## src/bgc_pkg.sv

```systemverilog
`default_nettype none

package bgc_pkg;

    // Width of the tick counters.
    localparam int TIME_WIDTH = 16;
    // Width of the configuration time registers.
    localparam int CFG_TIME_WIDTH = 16;
    // Common width for comparing counters against configured times.
    localparam int CMP_WIDTH = (TIME_WIDTH > CFG_TIME_WIDTH) ? TIME_WIDTH : CFG_TIME_WIDTH;
    // The hold point is a sum of a counter and a period, one bit wider.
    localparam int HOLD_PT_WIDTH = CMP_WIDTH + 1;

    localparam int CFG_INDEX_WIDTH = 3;

    typedef logic [TIME_WIDTH-1:0]      time_t;
    typedef logic [CFG_TIME_WIDTH-1:0]  cfg_time_t;
    typedef logic [CMP_WIDTH-1:0]       cmp_t;
    typedef logic [HOLD_PT_WIDTH-1:0]   hold_pt_t;
    typedef logic [CFG_INDEX_WIDTH-1:0] cfg_index_t;
    typedef logic [1:0]                 rel_count_t;

    localparam time_t TIME_MAX = '1;

    // Register indexes of the configuration port.
    localparam cfg_index_t REG_ACTIVE_LEVEL      = 3'd0;
    localparam cfg_index_t REG_RELEASE_ON_RISING = 3'd1;
    localparam cfg_index_t REG_HOLD_TIME         = 3'd2;
    localparam cfg_index_t REG_REPEAT_TIME       = 3'd3;
    localparam cfg_index_t REG_SINGLE_TIME       = 3'd4;
    localparam cfg_index_t REG_IDLE_TIME         = 3'd5;

    // Register values after reset.
    localparam logic      RST_ACTIVE_LEVEL      = 1'b0;
    localparam logic      RST_RELEASE_ON_RISING = 1'b1;
    localparam cfg_time_t RST_HOLD_TIME         = 16'd1000;
    localparam cfg_time_t RST_REPEAT_TIME       = 16'd200;
    localparam cfg_time_t RST_SINGLE_TIME       = 16'd300;
    localparam cfg_time_t RST_IDLE_TIME         = 16'd5000;

    // Release counter values.
    localparam rel_count_t REL_NONE   = 2'd0;
    localparam rel_count_t REL_FIRST  = 2'd1;
    localparam rel_count_t REL_SECOND = 2'd2;
    localparam rel_count_t REL_BAD    = 2'd3;

    typedef struct packed {
        logic rising_event;
        logic falling_event;
        logic hold_event;
        logic single_event;
        logic double_event;
        logic idle_event;
    } bgc_result_t;

    // Loads a configured period into a tick counter, saturating at the counter's range.
    function automatic time_t clamp_time(input cfg_time_t value);
        time_t result;
        if (cmp_t'(value) > cmp_t'(TIME_MAX))
        begin
            result = TIME_MAX;
        end
        else
        begin
            result = time_t'(value);
        end
        return result;
    endfunction

endpackage

`default_nettype wire

```

## src/bgc_in_if.sv

```systemverilog
`default_nettype none

interface bgc_in_if;
    logic valid;
    logic ready;
    logic input_level;

    modport source (output valid, output input_level, input ready);
    modport sink (input valid, input input_level, output ready);
endinterface

`default_nettype wire

```

## src/bgc_out_if.sv

```systemverilog
`default_nettype none

interface bgc_out_if;
    import bgc_pkg::*;

    logic        valid;
    logic        ready;
    bgc_result_t data;

    modport source (output valid, output data, input ready);
    modport sink (input valid, input data, output ready);
endinterface

`default_nettype wire

```

## src/bgc_cfg_if.sv

```systemverilog
`default_nettype none

interface bgc_cfg_if;
    import bgc_pkg::*;

    logic       valid;
    logic       ready;
    cfg_index_t index;
    cfg_time_t  data;

    modport source (output valid, output index, output data, input ready);
    modport sink (input valid, input index, input data, output ready);
endinterface

`default_nettype wire

```

## src/button_gesture_classifier.sv

```systemverilog
`default_nettype none

// Button gesture classifier. Each transfer on item_in carries one debounced button
// sample, which stands for one timer tick; each one produces exactly one transfer on
// result_out with six event flags: rising and falling edge, hold (and hold repeat),
// single click, double click and idle timeout. The block takes one sample per clock
// cycle while ready is high, and registers its result at the transfer. All state
// for a tick is updated by one short pass of logic at the input transfer, and the
// result lands in a two-entry output buffer, so a sample can still be taken while one
// result waits for the consumer; item_in.ready drops only when both entries are full.
// Configuration writes on cfg are always accepted and apply from the next tick on;
// they should be issued only while no result is outstanding. The press polarity
// (active_level) and the release edge (release_on_rising) are independent settings.
module button_gesture_classifier (
    input  wire      clk,
    input  wire      rst_n,
    bgc_in_if.sink   item_in,
    bgc_out_if.source result_out,
    bgc_cfg_if.sink  cfg
);
    import bgc_pkg::*;

    // Configuration registers.
    logic      active_level_reg;
    logic      release_on_rising_reg;
    cfg_time_t hold_time_reg;
    cfg_time_t repeat_time_reg;
    cfg_time_t single_time_reg;
    cfg_time_t idle_time_reg;

    // Gesture tracking state.
    logic       previous_level_reg, previous_level_next;
    time_t      level_run_reg, level_run_next;
    time_t      press_ticks_reg, press_ticks_next;
    hold_pt_t   hold_point_reg, hold_point_next;
    rel_count_t release_count_reg, release_count_next;
    time_t      click_wait_reg, click_wait_next;
    logic       click_running_reg, click_running_next;
    time_t      idle_ticks_reg, idle_ticks_next;

    // Two-entry output buffer: the head drives result_out, the skid entry catches
    // a result produced while the head is stalled.
    logic        out_valid_reg;
    bgc_result_t out_data_reg;
    logic        skid_valid_reg;
    bgc_result_t skid_data_reg;

    bgc_result_t result;
    logic        in_xfer;
    logic        out_xfer;

    assign cfg.ready          = 1'b1;
    assign item_in.ready      = !skid_valid_reg;
    assign in_xfer            = item_in.valid && item_in.ready;
    assign out_xfer           = out_valid_reg && result_out.ready;
    assign result_out.valid   = out_valid_reg;
    assign result_out.data    = out_data_reg;

    // Configuration write decode.
    always_ff @(posedge clk or negedge rst_n)
    begin
        if (!rst_n)
        begin
            active_level_reg      <= RST_ACTIVE_LEVEL;
            release_on_rising_reg <= RST_RELEASE_ON_RISING;
            hold_time_reg         <= RST_HOLD_TIME;
            repeat_time_reg       <= RST_REPEAT_TIME;
            single_time_reg       <= RST_SINGLE_TIME;
            idle_time_reg         <= RST_IDLE_TIME;
        end
        else if (cfg.valid)
        begin
            unique case (cfg.index)
                REG_ACTIVE_LEVEL:      active_level_reg      <= cfg.data[0];
                REG_RELEASE_ON_RISING: release_on_rising_reg <= cfg.data[0];
                REG_HOLD_TIME:         hold_time_reg         <= cfg.data;
                REG_REPEAT_TIME:       repeat_time_reg       <= cfg.data;
                REG_SINGLE_TIME:       single_time_reg       <= cfg.data;
                REG_IDLE_TIME:         idle_time_reg         <= cfg.data;
                default:
                begin
                end
            endcase
        end
    end

    // One tick of the classifier. The steps run in a fixed order within the tick:
    // edge detection, run length, hold check, release handling, click window, idle.
    always_comb
    begin
        logic level;
        logic rising;
        logic falling;
        logic release_edge;
        logic hold_ev;
        logic single_ev;
        logic double_ev;
        logic idle_ev;
        rel_count_t count_inc;

        level   = item_in.input_level;
        rising  = !previous_level_reg && level;
        falling = previous_level_reg && !level;

        hold_ev   = 1'b0;
        single_ev = 1'b0;
        double_ev = 1'b0;
        idle_ev   = 1'b0;
        count_inc = '0;

        previous_level_next = level;
        press_ticks_next    = press_ticks_reg;
        hold_point_next     = hold_point_reg;
        release_count_next  = release_count_reg;
        click_wait_next     = click_wait_reg;
        click_running_next  = click_running_reg;
        idle_ticks_next     = idle_ticks_reg;

        // Ticks since the last level change, saturating.
        if (rising || falling)
        begin
            level_run_next = '0;
        end
        else if (level_run_reg != TIME_MAX)
        begin
            level_run_next = level_run_reg + time_t'(1);
        end
        else
        begin
            level_run_next = level_run_reg;
        end

        // While pressed, report a hold once past the threshold and then again each
        // time the press passes the next repeat point.
        if (level == active_level_reg)
        begin
            press_ticks_next = level_run_next;
            if ((cmp_t'(level_run_next) > cmp_t'(hold_time_reg)) &&
                (hold_point_reg < hold_pt_t'(level_run_next)))
            begin
                hold_point_next    = hold_pt_t'(level_run_next) + hold_pt_t'(repeat_time_reg);
                release_count_next = REL_NONE;
                idle_ticks_next    = clamp_time(idle_time_reg);
                hold_ev            = 1'b1;
            end
        end

        // A release classifies the press that just ended.
        release_edge = release_on_rising_reg ? rising : falling;
        if (release_edge)
        begin
            idle_ticks_next = clamp_time(idle_time_reg);
            count_inc       = release_count_next + rel_count_t'(1);
            if (count_inc == REL_FIRST)
            begin
                release_count_next = count_inc;
                if (cmp_t'(press_ticks_next) <= cmp_t'(single_time_reg))
                begin
                    // Short press: wait for a possible second click.
                    click_wait_next    = clamp_time(single_time_reg);
                    click_running_next = 1'b1;
                end
                else if (cmp_t'(press_ticks_next) <= cmp_t'(hold_time_reg))
                begin
                    // Medium press counts as a single click right away.
                    single_ev          = 1'b1;
                    release_count_next = REL_NONE;
                end
                else
                begin
                    release_count_next = REL_NONE;
                end
            end
            else if (count_inc == REL_SECOND)
            begin
                double_ev          = cmp_t'(press_ticks_next) <= cmp_t'(hold_time_reg);
                click_running_next = 1'b0;
                release_count_next = REL_NONE;
            end
            else
            begin
                release_count_next = REL_NONE;
            end
            hold_point_next = '0;
        end

        // Double-click window: expiry turns the pending click into a single click.
        if (click_running_next)
        begin
            if (click_wait_next == '0)
            begin
                click_running_next = 1'b0;
                single_ev          = 1'b1;
                release_count_next = REL_NONE;
            end
            else
            begin
                click_wait_next = click_wait_next - time_t'(1);
            end
        end

        // Idle timer reloads itself on expiry.
        if (idle_ticks_next == '0)
        begin
            idle_ticks_next = clamp_time(idle_time_reg);
            idle_ev         = 1'b1;
        end
        else
        begin
            idle_ticks_next = idle_ticks_next - time_t'(1);
        end

        result.rising_event  = rising;
        result.falling_event = falling;
        result.hold_event    = hold_ev;
        result.single_event  = single_ev;
        result.double_event  = double_ev;
        result.idle_event    = idle_ev;
    end

    // Gesture state advances only on an input transfer.
    always_ff @(posedge clk or negedge rst_n)
    begin
        if (!rst_n)
        begin
            previous_level_reg <= !RST_ACTIVE_LEVEL;
            level_run_reg      <= '0;
            press_ticks_reg    <= '0;
            hold_point_reg     <= '0;
            release_count_reg  <= REL_NONE;
            click_wait_reg     <= '0;
            click_running_reg  <= 1'b0;
            idle_ticks_reg     <= clamp_time(RST_IDLE_TIME);
        end
        else if (in_xfer)
        begin
            previous_level_reg <= previous_level_next;
            level_run_reg      <= level_run_next;
            press_ticks_reg    <= press_ticks_next;
            hold_point_reg     <= hold_point_next;
            release_count_reg  <= release_count_next;
            click_wait_reg     <= click_wait_next;
            click_running_reg  <= click_running_next;
            idle_ticks_reg     <= idle_ticks_next;
        end
    end

    // Output buffer control. A new result can only arrive while the skid entry
    // is empty, so a pop from the skid entry never collides with a push.
    always_ff @(posedge clk or negedge rst_n)
    begin
        if (!rst_n)
        begin
            out_valid_reg  <= 1'b0;
            skid_valid_reg <= 1'b0;
        end
        else if (out_xfer)
        begin
            if (skid_valid_reg)
            begin
                skid_valid_reg <= 1'b0;
            end
            else
            begin
                out_valid_reg <= in_xfer;
            end
        end
        else if (in_xfer)
        begin
            if (out_valid_reg)
            begin
                skid_valid_reg <= 1'b1;
            end
            else
            begin
                out_valid_reg <= 1'b1;
            end
        end
    end

    always_ff @(posedge clk)
    begin
        if (out_xfer && skid_valid_reg)
        begin
            out_data_reg <= skid_data_reg;
        end
        else if (in_xfer && (out_xfer || !out_valid_reg))
        begin
            out_data_reg <= result;
        end
        if (in_xfer && out_valid_reg && !out_xfer)
        begin
            skid_data_reg <= result;
        end
    end

    // The skid entry is only ever filled behind a waiting head entry.
    a_skid_behind_head: assert property (@(posedge clk) disable iff (!rst_n)
        skid_valid_reg |-> out_valid_reg)
        else $error("skid entry holds a result while the head entry is empty");

    // The release counter wraps before it can reach its unused code.
    a_release_count_range: assert property (@(posedge clk) disable iff (!rst_n)
        release_count_reg != REL_BAD)
        else $error("release counter reached an unused value");

    // A pending first click means the click window is running. A hold may clear
    // the pending click while the window keeps running, so the converse is not true.
    a_click_window_pending: assert property (@(posedge clk) disable iff (!rst_n)
        (release_count_reg == REL_FIRST) |-> click_running_reg)
        else $error("first release pending without a running click window");

    // One tick never reports both a single and a double click.
    a_click_exclusive: assert property (@(posedge clk) disable iff (!rst_n)
        out_valid_reg |-> !(out_data_reg.single_event && out_data_reg.double_event))
        else $error("single and double click reported in the same tick");

endmodule

`default_nettype wire

```

## src/flat_wrapper.sv

```systemverilog
// flat-port wrapper written by rule: the top's interface ports become plain ports
module button_gesture_classifier_flat import bgc_pkg::*;
  (clk, rst_n, item_in_valid, item_in_input_level, item_in_ready, result_out_valid, result_out_data, result_out_ready, cfg_valid, cfg_index, cfg_data, cfg_ready);
  bgc_in_if item_in_i ();
  bgc_out_if result_out_i ();
  bgc_cfg_if cfg_i ();
  input  wire clk;
  input  wire rst_n;
  input wire logic [$bits(item_in_i.valid)-1:0] item_in_valid;
  input wire logic [$bits(item_in_i.input_level)-1:0] item_in_input_level;
  output wire logic [$bits(item_in_i.ready)-1:0] item_in_ready;
  output wire logic [$bits(result_out_i.valid)-1:0] result_out_valid;
  output wire logic [$bits(result_out_i.data)-1:0] result_out_data;
  input wire logic [$bits(result_out_i.ready)-1:0] result_out_ready;
  input wire logic [$bits(cfg_i.valid)-1:0] cfg_valid;
  input wire logic [$bits(cfg_i.index)-1:0] cfg_index;
  input wire logic [$bits(cfg_i.data)-1:0] cfg_data;
  output wire logic [$bits(cfg_i.ready)-1:0] cfg_ready;
  assign item_in_i.valid = item_in_valid;
  assign item_in_i.input_level = item_in_input_level;
  assign item_in_ready = item_in_i.ready;
  assign result_out_valid = result_out_i.valid;
  assign result_out_data = result_out_i.data;
  assign result_out_i.ready = result_out_ready;
  assign cfg_i.valid = cfg_valid;
  assign cfg_i.index = cfg_index;
  assign cfg_i.data = cfg_data;
  assign cfg_ready = cfg_i.ready;
  button_gesture_classifier u_core (.clk(clk), .rst_n(rst_n), .item_in(item_in_i), .result_out(result_out_i), .cfg(cfg_i));
endmodule
```

## config.mk

```make
export PLATFORM = sky130hd
export DESIGN_NAME = button_gesture_classifier_flat
export DESIGN_NICKNAME = d
export VERILOG_FILES = /design/src/bgc_pkg.sv /design/src/bgc_in_if.sv /design/src/bgc_out_if.sv /design/src/bgc_cfg_if.sv /design/src/button_gesture_classifier.sv /design/src/flat_wrapper.sv
export SDC_FILE = /design/constraint.sdc
export NUM_CORES = 1
export LEC_CHECK = 0
export ABC_AREA = 1
export BUFFER_PORTS_ARGS = -buffer_cell sky130_fd_sc_hd__clkbuf_2
export CORE_MARGIN = 4
export CORE_UTILIZATION = 35
export DETAILED_ROUTE_END_ITERATION = 10
export RECOVER_POWER = 50
export SLEW_MARGIN = 10
export SYNTH_ARGS = -nofsm -noshare
export SYNTH_HDL_FRONTEND = slang
export SYNTH_SLANG_ARGS = --single-unit
```

## constraint.sdc

```tcl
create_clock -name clk -period 6.1 [get_ports clk]
set_clock_uncertainty 0.05 [all_clocks]
set_input_delay 0.305 -clock clk [delete_from_list [all_inputs] [get_ports clk]]
set_output_delay 0.305 -clock clk [all_outputs]
set_load 0.05 [all_outputs]
```

# --- Yosys cells after proc, flatten, opt, wreduce, memory -nomap -nowiden ---
# Index checks and enable logic that the tools add are counted.
# W data, S select, Z words.
totals:
  regBits: 165
  out_inout_bits: 9
  wordCells: 133
op_classes:
  n_eq_ne: 10
  n_reduce_logical: 33
  n_lt_le_gt_ge: 6
  mux: 51
  addsub: 5
op_table:
  columns: ["cell", "n"]
  rows:
  - ["$mux W16", 14]
  - ["$mux W17", 3]
  - ["$gt A16 B16 Y1 const B", 2]
  - ["$le A16 B16 Y1", 2]
  - ["$logic_not A16 Y1", 2]
  - ["$sub A16 B1 Y16 const B", 2]
  - ["$mux W1", 25]
  - ["$add A16 B16 Y17", 1]
  - ["$lt A17 B16 Y1", 1]
  - ["$add A16 B1 Y16 const B", 1]
  - ["$gt A16 B16 Y1", 1]
  - ["$ne A16 B16 Y1 const B", 1]
  - ["$reduce_and A2 Y1", 8]
  - ["$mux W2", 7]
  - ["$mux W6", 2]
  - ["$reduce_bool A2 Y1", 5]
  - ["$logic_and A1 B1 Y1", 9]
  - ["$eq A3 B2 Y1 const B", 2]
  - ["$eq A3 B3 Y1 const B", 2]
  - ["$logic_not A1 Y1", 5]
  - ["$eq A3 B1 Y1 const B", 1]
  - ["$logic_not A3 Y1", 1]
  - ["$reduce_and A3 Y1", 1]
  - ["$add A2 B1 Y2 const B", 1]
  - ["other kinds (5)", 6]

# --- Logic depth before layout (Yosys ltp) ---
depth:
  ltp_word: 17
  depth_mapped: 46

# --- Worst setup path after synthesis ---
# No wires, ideal clock.
synth_path:
  path_type: "register to register"
  from: "reg u_core.level_run_reg[0]"
  to: "reg u_core.click_wait_reg[12]"
  path_stages_with_launch: 41
  synth_period_minus_slack_ns: 5.273
  path_slack_ns: 0.827
  arrival_ns: 5.106
  cell_sequence: "dfrtp_1 ha_1 inv_1 nor2_1 nand2_1 nor2_1 inv_1 nor2_1 nor2_1 inv_1 nor2_1 and3_1 nor3_1 inv_1 ha_1 nand2_1 inv_1 nand2_1 [5 not listed] inv_1 nor2_1 inv_1 ha_1 inv_1 nor2_1 nand2_1 buf_2 inv_1 o21ai_0 nand2_1 nor2_1 nand4_1 clkbuf_1 nand3_1 nand2_1 nand2_1 nand2_1"
synth_between:
  elab_chain_cells: 14
synth_rtl:
  columns: ["item", "line", "source"]
  rows:
  - ["from (decl)", "button_gesture_classifier.sv:33", "time_t level_run_reg, level_run_next;"]
  - ["from (signal assigned)", "button_gesture_classifier.sv:238", "level_run_reg <= level_run_next;"]
  - ["$add A16 B1 Y16 / $ne A16 B16 Y1 (equally long branches)", "button_gesture_classifier.sv:126, button_gesture_classifier.sv:124", null]
  - ["$mux W16 *", "button_gesture_classifier.sv:124", "else if (level_run_reg != TIME_MAX)"]
  - ["$mux W16 *", "button_gesture_classifier.sv:120", "if (rising || falling)"]
  - ["named net u_core.level_run_next[8]", "button_gesture_classifier.sv:33", null]
  - ["$lt A17 B16 Y1 / $gt A16 B16 Y1 (equally long branches)", "button_gesture_classifier.sv:139, button_gesture_classifier.sv:138", null]
  - ["$logic_and A1 B1 Y1", "button_gesture_classifier.sv:138", "if ((cmp_t'(level_run_next) > cmp_t'(hold_time_reg)) &&"]
  - ["$mux W2", "button_gesture_classifier.sv:138", null]
  - ["$mux W2", "button_gesture_classifier.sv:135", "if (level == active_level_reg)"]
  - ["$add A2 B1 Y2", "button_gesture_classifier.sv:153", "count_inc = release_count_next + rel_count_t'(1);"]
  - ["$eq A2 B1 Y1", "button_gesture_classifier.sv:154", "if (count_inc == REL_FIRST)"]
  - ["$mux W16", "button_gesture_classifier.sv:154", null]
  - ["$mux W16", "button_gesture_classifier.sv:150", "if (release_edge)"]
  - ["$sub A16 B1 Y16 / $logic_not A16 Y1 (equally long branches)", "button_gesture_classifier.sv:198, button_gesture_classifier.sv:190", null]
  - ["$mux W16", "button_gesture_classifier.sv:190", "if (click_wait_next == '0)"]
  - ["$mux W16 *", "button_gesture_classifier.sv:188", "if (click_running_next)"]
  - ["to (signal assigned)", "button_gesture_classifier.sv:242", "click_wait_reg <= click_wait_next;"]
  - ["to (decl)", "button_gesture_classifier.sv:37", "time_t click_wait_reg, click_wait_next;"]
# The timed path passes the listed nets; every way through them passes the cells marked *.
# A chain may end at the register's enable or synchronous reset.

# --- Worst setup path in the final report ---
layout_path:
  from: "reg u_core.level_run_reg[1]"
  to: "reg u_core.click_wait_reg[8]"
# The elaborated chain is that of the path after synthesis.

==> key figures <==
Critical path
  • Top Family by Delay on Critical Path: simple AND/OR/NAND/NOR gates
  • WP data arrival: 5.80 ns
  • CP max stage cell: dfrtp_1
  • CP max stage delay: 0.41 ns
  • WS Path Type: register to register
  • R2R Path Start: u_core.level_run_reg[1]
  • Cell mode on critical path: buf_4
  • WP data required: 6.34 ns
  • Critical-path maximum fanout: 18
  • R2r worst-path depth: 34
  • CP Buf/Inv Count: 9
  • RR Endpoint: u_core.click_wait_reg[8]
  • CP Capture Type: register
  • Critical Path Start Type: register
  • R2r setup slk: 0.54 ns

Logic synthesis
  • Synth Warn #: 0
  • Post-synth EDFFs: 12
  • Post-Synthesis Cells: 1587
  • Yosys top cell by area: dfrtp_1
  • Synthesized flop and latch total: 165
  • Synth top area share: 0.284
  • Synth Net Count: 1688
  • Mapped Avg Cell Area: 7.10 µm²
  • Synth cell types: 51
  • Seq/Total Area, Yosys: 0.374
  • Synth top area cells: dfrtp_1 28%, nand2_1 16%, ha_1 8.4%
  • Dominant synthesized flop cell: dfrtp_1
  • Mapped cell area: 0.0113 mm²
  • Most common cell in the netlist: nand2_1
  • FFs w/ async S/R, synth: 0.927
  • Post-synth top cells: 485 x nand2_1, 223 x inv_1, 168 x o21ai_0

Power and ir drop
  • Lkg Pwr: 0.00645 µW
  • PD cells: 410 mW/mm²
  • Power Total: 5200 µW
  • Worst VDD drop: 0.201 mV

Layout
  • Fin nets: 1742
  • Finished Layout Cells: 2056
  • Area delta synth->final: 12.5%
  • # diodes: 0
  • Layout cells sized above 1: 0.120
  • Largest register FFs: 17

Hold path
  • Hold path start: item_in_input_level
  • Hold/Removal Path Class: primary input to register
  • Hold Crit Depth: 3
  • WHS Endpoint: u_core.previous_level_reg

GRT
  • First-pass GRT wire length: 52.7 mm
  • Pin count of the biggest net entering global routing: 81
  • Grt total ovfl: 0
  • GRT Overall Usage: 0.187
  • Initial antenna violation count: 0
  • Vias in the first global route: 9852

Timing
  • Hold_ws: 0.119 ns
  • Slew @ Worst Pin: 4.49 ns
  • Final setup vio count: 0
  • Slew Limit Fails: 133
  • Final Hold Vio Count: 0
  • Worst Setup Slack, final: 0.538 ns
  • Post-route clock period utilization: 0.912
  • Slew Limit Headroom: -1.99
  • Minimum clock period after layout: 5.56 ns
  • Fmax: 0.180 GHz

Clock tree
  • Clk_lat worst skew: 0.44 ns
  • Root buf cell: clkbuf_16
  • H-tree depth: 4
  • TritonCTS clock tree: built
  • Worst-path clk slew: 0.08 ns
  • Cts bufs inserted: 17
  • CTS max path bufs: 2
  • Clock sinks: 165

Route
  • WL/cell: 16.1 µm
  • Vias per cell: 5.05
  • Initial detailed-routing violation count: 866
  • Antenna Nets Post-Route: 0
  • DRC: 0
  • WL final: 33.0 mm
  • DRT Pass-1 Iters: 5
  • Via count: 10400

Placed design
  • Port bufs: 32
  • DP Cell Count: 2021
  • Post-detail-place hpwl: 24.7 mm
  • Pre-CTS setup slack: 0.295 ns
  • Final GP Congestion: 0.892

Floorplanning
  • Initial Util: 0.356
  • Die Y: 187 µm
  • Core Rows: 65
  • Core area: 0.0316 mm²
  • Chip width: 187 µm
  • Top Ports: 34
  • Die ar.: 0.0351 mm²

Status
  • Failing checks: max-capacitance violations, max-slew violations
  • Status: finished with violations

Run
  • Max-cap violations: 2
cells by family (layout without fill, tap and decap cells):
kind of cell,Yosys count,after routing,share of synthesized area
AOI/OAI and AO/OA,266,266,0.127
xor gates and xnor gates,21,21,0.0163
adders and majority gates,76,76,0.0844
buffers and inverters,281,348,0.0979
DFF,165,165,0.374
other,1,1,0.000333
and+or+nand+nor,777,777,0.300
what timing repair did:
action / in CTS / in global routing
buffers inserted: 0 / 2
hold buffers: 1 / 0
endpoints found under the hold margin: 66 / 0
setup endpoints to repair: 0 / 21
gates resized for setup: 0 / 13
layer usage:
| layer | part of all wire | track usage | routed length [µm] |
|---|---|---|---|
| met1 | 0.48 | 0.265 | 15900 |
| met2 | 0.45 | 0.296 | 14900 |
| met3 | 0.047 | 0.0293 | 1540 |
| met4 | 0.017 | 0.0477 | 563 |
| met5 | 0.0035 | 0.0220 | 114 |
cell usage in the layout, fill, tap and decap left out, types with 12 or more instances in the layout:
cell       synthesis  layout
inv_1            223     223
buf_4              1      46
nand4_1           21      21
clkbuf_1          27      13
edfxtp_1          12      12
nor3_1            14      12
clkbuf_2           0      20
nand2_2           24      24
xor2_1            16      16
o21ai_1           10      13
a21oi_1           52      52
ha_1              76      76
nand3_1          102     102
dfstp_2           25      23
clkbuf_16          0      17
o21ai_0          168     164
nor2_1            93      91
dfrtp_1          128     128
nand2_1          485     485
worst max path at each step:
stage | slack [ns] | start | end | cells after the start
6_report | 0.54 | u_core.level_run_reg[1] | u_core.click_wait_reg[8] | 34
5_1_grt | -0.005 | u_core.level_run_reg[1] | u_core.click_wait_reg[8] | 43
4_1_cts | 0.26 | u_core.level_run_reg[1] | u_core.click_wait_reg[8] | 37
3_5_place_dp | 0.30 | u_core.level_run_reg[1] | u_core.click_wait_reg[8] | 37
3_3_place_gp | 0.40 | u_core.level_run_reg[1] | u_core.click_wait_reg[8] | 38
2_1_floorplan | 0.83 | u_core.level_run_reg[0] | u_core.click_wait_reg[12] | 40
power by group:
group	total (µW)	leakage, µW	internal (µW)	switching (µW)
Sequential	1600	0.00204	1420	184
Clock	1090	0.000287	550	538
Combinational	2510	0.00412	845	1670
layout make-up:
| class | count | area (µm²) |
|---|---|---|
| Clock buffer | 17 | 425 |
| Clock inverter | 15 | 159 |
| Fill cell | 3283 | 19000 |
| Inverter | 236 | 886 |
| Multi-Input combinational cell | 1141 | 5980 |
| Sequential cell | 165 | 4220 |
| Tap cell | 402 | 503 |
| Timing Repair Buffer | 80 | 504 |
tightest hold or removal path: cells and delay by family:
| kind | cells | cell delay, ns |
|---|---|---|
| buffers and inverters | 2 | 0.20 |
| AO/OA/AOI/OAI | 1 | 0.09 |
per-stage QoR:
step,area (µm²),utilization,setup TNS [ns]
after floorplan,11300,-,0
after global placement,12100,0.381,0
after detailed placement,12100,0.381,0
after CTS,12700,0.400,0
after global routing,12700,0.401,-0.00475
final,12700,0.401,0
(Power assumes the default switching activity.)
